File: config.mk
export PLATFORM = sky130hd
export DESIGN_NAME = bbc_cell
export DESIGN_NICKNAME = d
export VERILOG_FILES = /design/src/hdl/bbc_pkg.sv /design/src/hdl/bbc_cell.sv
export SDC_FILE = /design/constraint.sdc
export NUM_CORES = 1
export LEC_CHECK = 0
export BUFFER_PORTS_ARGS = -buffer_cell sky130_fd_sc_hd__buf_2
export CAP_MARGIN = 20
export CELL_PAD_IN_SITES_DETAIL_PLACEMENT = 0
export CELL_PAD_IN_SITES_GLOBAL_PLACEMENT = 2
export CORE_MARGIN = 1.5
export CORE_UTILIZATION = 34
export CTS_CLUSTER_SIZE = 16
export DETAILED_ROUTE_END_ITERATION = 16
export PLACE_DENSITY_LB_ADDON = 0.12
export SLEW_MARGIN = 0
export SYNTH_ARGS = -nofsm -noshare
export SYNTH_HDL_FRONTEND = slang
export SYNTH_SLANG_ARGS = --single-unit
File: constraint.sdc
create_clock -name clk -period 5.8 [get_ports clk]
set_clock_uncertainty 0.1 [all_clocks]
set_input_delay 0.87 -clock clk [delete_from_list [all_inputs] [get_ports clk]]
set_output_delay 0.87 -clock clk [all_outputs]
set_load 0.01 [all_outputs]
File: src/hdl/bbc_pkg.sv
// Shared types and constants of the buffer cache tag and policy engine.
`default_nettype none
package bbc_pkg;

    localparam int ENTRIES_DEFAULT = 64;
    localparam int CNT_W           = 16;
    localparam logic [CNT_W-1:0] CNT_MAX = {CNT_W{1'b1}};

    localparam logic [2:0] ST_HIT       = 3'd0;
    localparam logic [2:0] ST_FILLED    = 3'd1;
    localparam logic [2:0] ST_ZERO      = 3'd2;
    localparam logic [2:0] ST_NONE      = 3'd3;
    localparam logic [2:0] ST_EXHAUSTED = 3'd4;
    localparam logic [2:0] ST_HELD      = 3'd5;
    localparam logic [2:0] ST_RELEASED  = 3'd6;
    localparam logic [2:0] ST_BADPUT    = 3'd7;

    localparam logic OP_GET = 1'b0;
    localparam logic OP_PUT = 1'b1;

    // what a probe looks for as it walks the chain
    typedef enum logic [1:0] {
        MODE_TAG = 2'd0,
        MODE_LRU = 2'd1,
        MODE_IDX = 2'd2
    } mode_t;

    typedef enum logic [1:0] {
        CMD_NOP  = 2'd0,
        CMD_HIT  = 2'd1,
        CMD_FILL = 2'd2,
        CMD_PUT  = 2'd3
    } cmd_op_t;

    typedef struct packed {
        cmd_op_t op;
        logic    unlist;
    } cmd_t;

endpackage
`default_nettype wire

File: src/hdl/bbc_cell.sv
// One cache entry: tags, count and release rank, plus one stage of the probe chain.
`default_nettype none
module bbc_cell
    import bbc_pkg::*;
#(
    parameter int ENTRIES  = ENTRIES_DEFAULT,
    parameter int CELL_IDX = 0,
    localparam int IW = $clog2(ENTRIES),
    localparam int CW = $clog2(ENTRIES + 1)
)
(
    input  wire logic             clk,
    input  wire logic             rst_n,
    input  wire logic             p_in_v,
    input  wire logic             p_in_found,
    input  wire logic [IW-1:0]    p_in_idx,
    input  wire logic             p_in_valid,
    input  wire logic [CNT_W-1:0] p_in_cnt,
    input  wire logic [CW-1:0]    p_in_rank,
    output logic                  p_out_v,
    output logic                  p_out_found,
    output logic [IW-1:0]         p_out_idx,
    output logic                  p_out_valid,
    output logic [CNT_W-1:0]      p_out_cnt,
    output logic [CW-1:0]         p_out_rank,
    input  wire mode_t            mode,
    input  wire logic [31:0]      key_inode,
    input  wire logic [31:0]      key_index,
    input  wire logic [5:0]       key_rel,
    input  wire cmd_t             cmd,
    input  wire logic [IW-1:0]    cmd_idx,
    input  wire logic [CW-1:0]    unlist_rank,
    input  wire logic [CW-1:0]    put_rank
);

    logic             valid_reg, valid_next;
    logic [CNT_W-1:0] cnt_reg, cnt_next;
    logic [CW-1:0]    rank_reg, rank_next;
    logic [31:0]      ino_reg, ino_next;
    logic [31:0]      idx_reg, idx_next;

    logic             pv_reg, pfound_reg, pvalid_reg;
    logic [IW-1:0]    pidx_reg;
    logic [CNT_W-1:0] pcnt_reg;
    logic [CW-1:0]    prank_reg;

    logic sel, listed, match;

    always_comb
    begin
        sel    = (cmd.op != CMD_NOP) && (cmd_idx == IW'(CELL_IDX));
        listed = valid_reg && (cnt_reg == '0);
        case (mode)
            MODE_TAG: match = valid_reg && (ino_reg == key_inode) && (idx_reg == key_index);
            MODE_LRU: match = listed && (rank_reg == '0);
            MODE_IDX: match = (32'(key_rel) == 32'(CELL_IDX));
            default:  match = 1'b0;
        endcase
    end

    always_comb
    begin
        valid_next = valid_reg;
        cnt_next   = cnt_reg;
        rank_next  = rank_reg;
        ino_next   = ino_reg;
        idx_next   = idx_reg;
        // close the gap left by an entry leaving the release list
        if (cmd.unlist && !sel && listed && (rank_reg > unlist_rank))
        begin
            rank_next = rank_reg - CW'(1);
        end
        if (sel)
        begin
            case (cmd.op)
                CMD_HIT:
                begin
                    if (cnt_reg != CNT_MAX)
                    begin
                        cnt_next = cnt_reg + CNT_W'(1);
                    end
                end
                CMD_FILL:
                begin
                    valid_next = 1'b1;
                    cnt_next   = CNT_W'(1);
                    ino_next   = key_inode;
                    idx_next   = key_index;
                end
                CMD_PUT:
                begin
                    cnt_next = cnt_reg - CNT_W'(1);
                    if (cnt_reg == CNT_W'(1))
                    begin
                        rank_next = put_rank;
                    end
                end
                default:
                begin
                end
            endcase
        end
    end

    always_ff @(posedge clk or negedge rst_n)
    begin
        if (!rst_n)
        begin
            valid_reg <= 1'b0;
            cnt_reg   <= '0;
            pv_reg    <= 1'b0;
        end
        else
        begin
            valid_reg <= valid_next;
            cnt_reg   <= cnt_next;
            pv_reg    <= p_in_v;
        end
    end

    always_ff @(posedge clk)
    begin
        rank_reg <= rank_next;
        ino_reg  <= ino_next;
        idx_reg  <= idx_next;
        // first match along the chain wins
        if (p_in_found || !match)
        begin
            pfound_reg <= p_in_found;
            pidx_reg   <= p_in_idx;
            pvalid_reg <= p_in_valid;
            pcnt_reg   <= p_in_cnt;
            prank_reg  <= p_in_rank;
        end
        else
        begin
            pfound_reg <= 1'b1;
            pidx_reg   <= IW'(CELL_IDX);
            pvalid_reg <= valid_reg;
            pcnt_reg   <= cnt_reg;
            prank_reg  <= rank_reg;
        end
    end

    assign p_out_v     = pv_reg;
    assign p_out_found = pfound_reg;
    assign p_out_idx   = pidx_reg;
    assign p_out_valid = pvalid_reg;
    assign p_out_cnt   = pcnt_reg;
    assign p_out_rank  = prank_reg;

endmodule
`default_nettype wire

==> summary.txt <==
Status
  – Status: finished clean

Yosys
  – Synth area leaders: edfxtp_1 (33%), dfxtp_1 (13%), dfrtp_1 (7.8%)
  – Ys Warns: 0
  – Ys flop type: edfxtp_1
  – Asr flop ratio synth: 15.0%
  – Cells after synthesis: 505
  – Synth Cell Area: 5750 um^2
  – Post-synth top area share: 33.4%
  – Most frequent cell after synthesis: edfxtp_1
  – Sequential area share after synthesis: a little over half
  – Area leader, netlist: edfxtp_1
  – Post-synth cell types: around 60
  – Post-synth EDFFs: between 60 and 70
  – Avg Cell Area, Syn: 11.4 um^2
  – Syn_nets: 647
  – Flops & latches, synth: 120
  – Most frequent cells after synthesis: edfxtp_1 (64), dfxtp_1 (38), xor2_1 (37)

Global routing
  – Pin count of the biggest net entering global routing: 38
  – Vias in the first global route: 4448
  – First-pass GRT wire length: 23100 um
  – Initial antenna violation count: 3
  – GRT Residual Overflow: 0
  – GRT Total Usage: 17.0%

STA
  – Period minus WS final: 3.46 ns
  – Slew Viols, Final: 0
  – Relative slew slack: approximately 30%
  – Slew @ Worst Pin: 1.04 ns
  – Fmax: between 0.2 and 0.3 GHz
  – Setup violators final: 0
  – RSZ-0062 raised after global routing: no
  – Min Hold Slack: just over 0.3 ns
  – Final period util: 59.6%
  – Accumulated negative setup slack: 0 ns
  – Final hold vios: 0

Routing
  – Antenna Nets Post-Route: 0
  – Drt via density: slightly below 5
  – Pre-antenna DRT Iters: 4
  – Final WL: between 10000 and 15000 um
  – DR WL/cell: 15.9 um
  – DRC: 0
  – Iteration-0 DRC Markers: 213
  – Routed vias: 4343

Pwr
  – Net Sw Power: 507 uW
  – Cell leakage power: ~0.003 uW
  – Net Sw Frac: 23.7%
  – Internal: ~1600 uW
  – Maximum vdd drop: 0.000188 V
  – Combinational share of power: 7.9%
  – Sequential Power Share: about 44%
  – Power Density: about 290 nW/um^2
  – Clock network power share: 48.4%

Setup path
  – CP Data Required Time: about 6 ns
  – Buf/Inv on CP: 1
  – Critical path depth: 7
  – Critical path type: in -> reg
  – CP Capture Type: flop
  – Worst path max stage delay: 0.90 ns
  – Worst setup SP type: input port
  – Arr. time, crit path: 3.66 ns
  – Cell Chain, Critical Path: buf_2, nor2b_1, a2111oi_0, nand4_1, nor4_1, a32o_2, mux2_1
  – Critical path's top delay family: compound AO/OA/AOI/OAI gates
  – Critical path's slowest cell: a32o_2
  – Crit Path Max Fanout: 30
  – Flop-to-flop setup slack: 2.54 ns
  – FF-to-FF path depth: 6

Cells and area
  – NumNets Final: 805
  – Register Area: 3130 um^2
  – Multi-input logic area: between 2000 and 2500 um^2
  – Synthesis-to-layout area growth: 26.9%
  – Fin cells: 899
  – Share of cells above drive strength 1: 29.7%
  – Post-route cell area: 7300 um^2
  – Core Util, Final: 44.2%
  – Fill count: 1627

Clocking
  – Clk_lat worst skew: 0.42 ns
  – Root Driver: clkbuf_16
  – Clk buf depth: 2
  – CTS tree: built
  – Hold Buf Count CTS: 0
  – Cts bufs inserted: 17
  – Post-cts resize count: 0
  – Post-CTS setup-driven buffer insertion count: 0
  – CTS Sinks: 120
  – CTS HTree Levels: 4
  – Clk pin slew, worst setup/hold paths: around 0.060 ns

Placed design
  – Post-DP HPWL: around 10000 um
  – Area after DPL: 6710 um^2
  – IO Port Bufs: 160
  – RePlAce Congestion: 0.790
  – Placed insts: 864

Die
  – Die X-Extent: around 130 um
  – Area of the core: 16500 um^2
  – Initial Utilization: 34.8%
  – Cell Rows: 47
  – DIE HEIGHT: 133 um
  – I/O pin count: about 160
  – Die Area: between 15000 and 20000 um^2

Hold path
  – Min-Delay Path Class: in -> async

Job
  – Maxcap violations: 0
-- final timing paths --
path,startpoint,to
min in group clk,rank_reg[0]$_DFF_P_,p_out_rank[0]$_DFF_P_
hold / removal,rst_n,cnt_reg[8]$_DFFE_PN0P_
setup / recovery,key_index[9],p_out_rank[0]$_DFF_P_
max in group asynchronous,rst_n,cnt_reg[15]$_DFFE_PN0P_
hold reg to reg,rank_reg[0]$_DFF_P_,p_out_rank[0]$_DFF_P_
setup reg to reg,idx_reg[11]$_DFFE_PP_,p_out_rank[0]$_DFF_P_
-- area by class of cell --
| type | instances | area share, % |
|---|---|---|
| tap | 220 | 3.77 |
| clock inverter | 14 | 2.02 |
| timing repair buffer | 161 | 11.1 |
| clock buffer | 18 | 5.88 |
| sequential | 120 | 42.9 |
| antenna | 3 | 0.103 |
| multi-input combinational | 332 | 32.6 |
| inverter | 31 | 1.59 |
-- per-layer routing --
layer / share of wire [%] / vias up / GRT usage (%)
met2: 46 / 137 / 26.6
met5: 0 / - / 0
li1: - / 2177 / -
met1: 46 / 2019 / 22.2
met3: 6.4 / 10 / 4.64
met4: 1.3 / 0 / 6.72
-- power by group through the flow --
stage / Combinational [uW] / Sequential [uW] / Clock [uW]
after floorplan: 82.2 / 949 / 0
after global placement: 169 / 952 / 0
after detailed placement: 171 / 952 / 0
after CTS: 172 / 934 / 1070
after global routing: 192 / 937 / 1100
final: 169 / 934 / 1040
-- kinds of logic (layout without fill, tap and decap cells) --
family | after synthesis | count (layout) | share of synthesized area (%)
compound gates | 94 | 94 | 10.6
xor+xnor | 58 | 58 | 8.84
fa+ha+maj | 13 | 13 | 2.83
buf+inv | 53 | 224 | 4.24
flops | 120 | 120 | 54.5
mux | 27 | 27 | 5.25
other cells | 0 | 3 | 0
simple gates | 140 | 140 | 13.7
-- per-stage QoR --
step | setup slack (ns) | power (uW)
6_report | 2.34 | 2140
5_1_grt | 2.06 | 2230
4_1_cts | 2.23 | 2170
3_5_place_dp | 1.80 | 1120
3_3_place_gp | 1.88 | 1120
2_1_floorplan | 1.30 | 1030
-- placed cells by master (no fill, tap or decap), drive strengths merged, types with 3 or more instances in the layout --
| cell type | instances |
|---|---|
| buf | 161 |
| edfxtp | 64 |
| dfxtp | 38 |
| xor2 | 37 |
| inv | 35 |
| nor2 | 32 |
| a21oi | 30 |
| o21ai | 27 |
| mux2 | 25 |
| xnor2 | 21 |
| nor3 | 19 |
| nand2 | 18 |
| dfrtp | 18 |
| clkbuf | 18 |
| nor4 | 18 |
| ha | 13 |
| nand4 | 12 |
| nand3 | 11 |
| nor2b | 9 |
| o2111ai | 8 |
| clkinv | 7 |
| o221ai | 6 |
| nand2b | 5 |
| and3 | 5 |
| diode | 3 |
No activity file was read; power rests on OpenSTA's default activity.
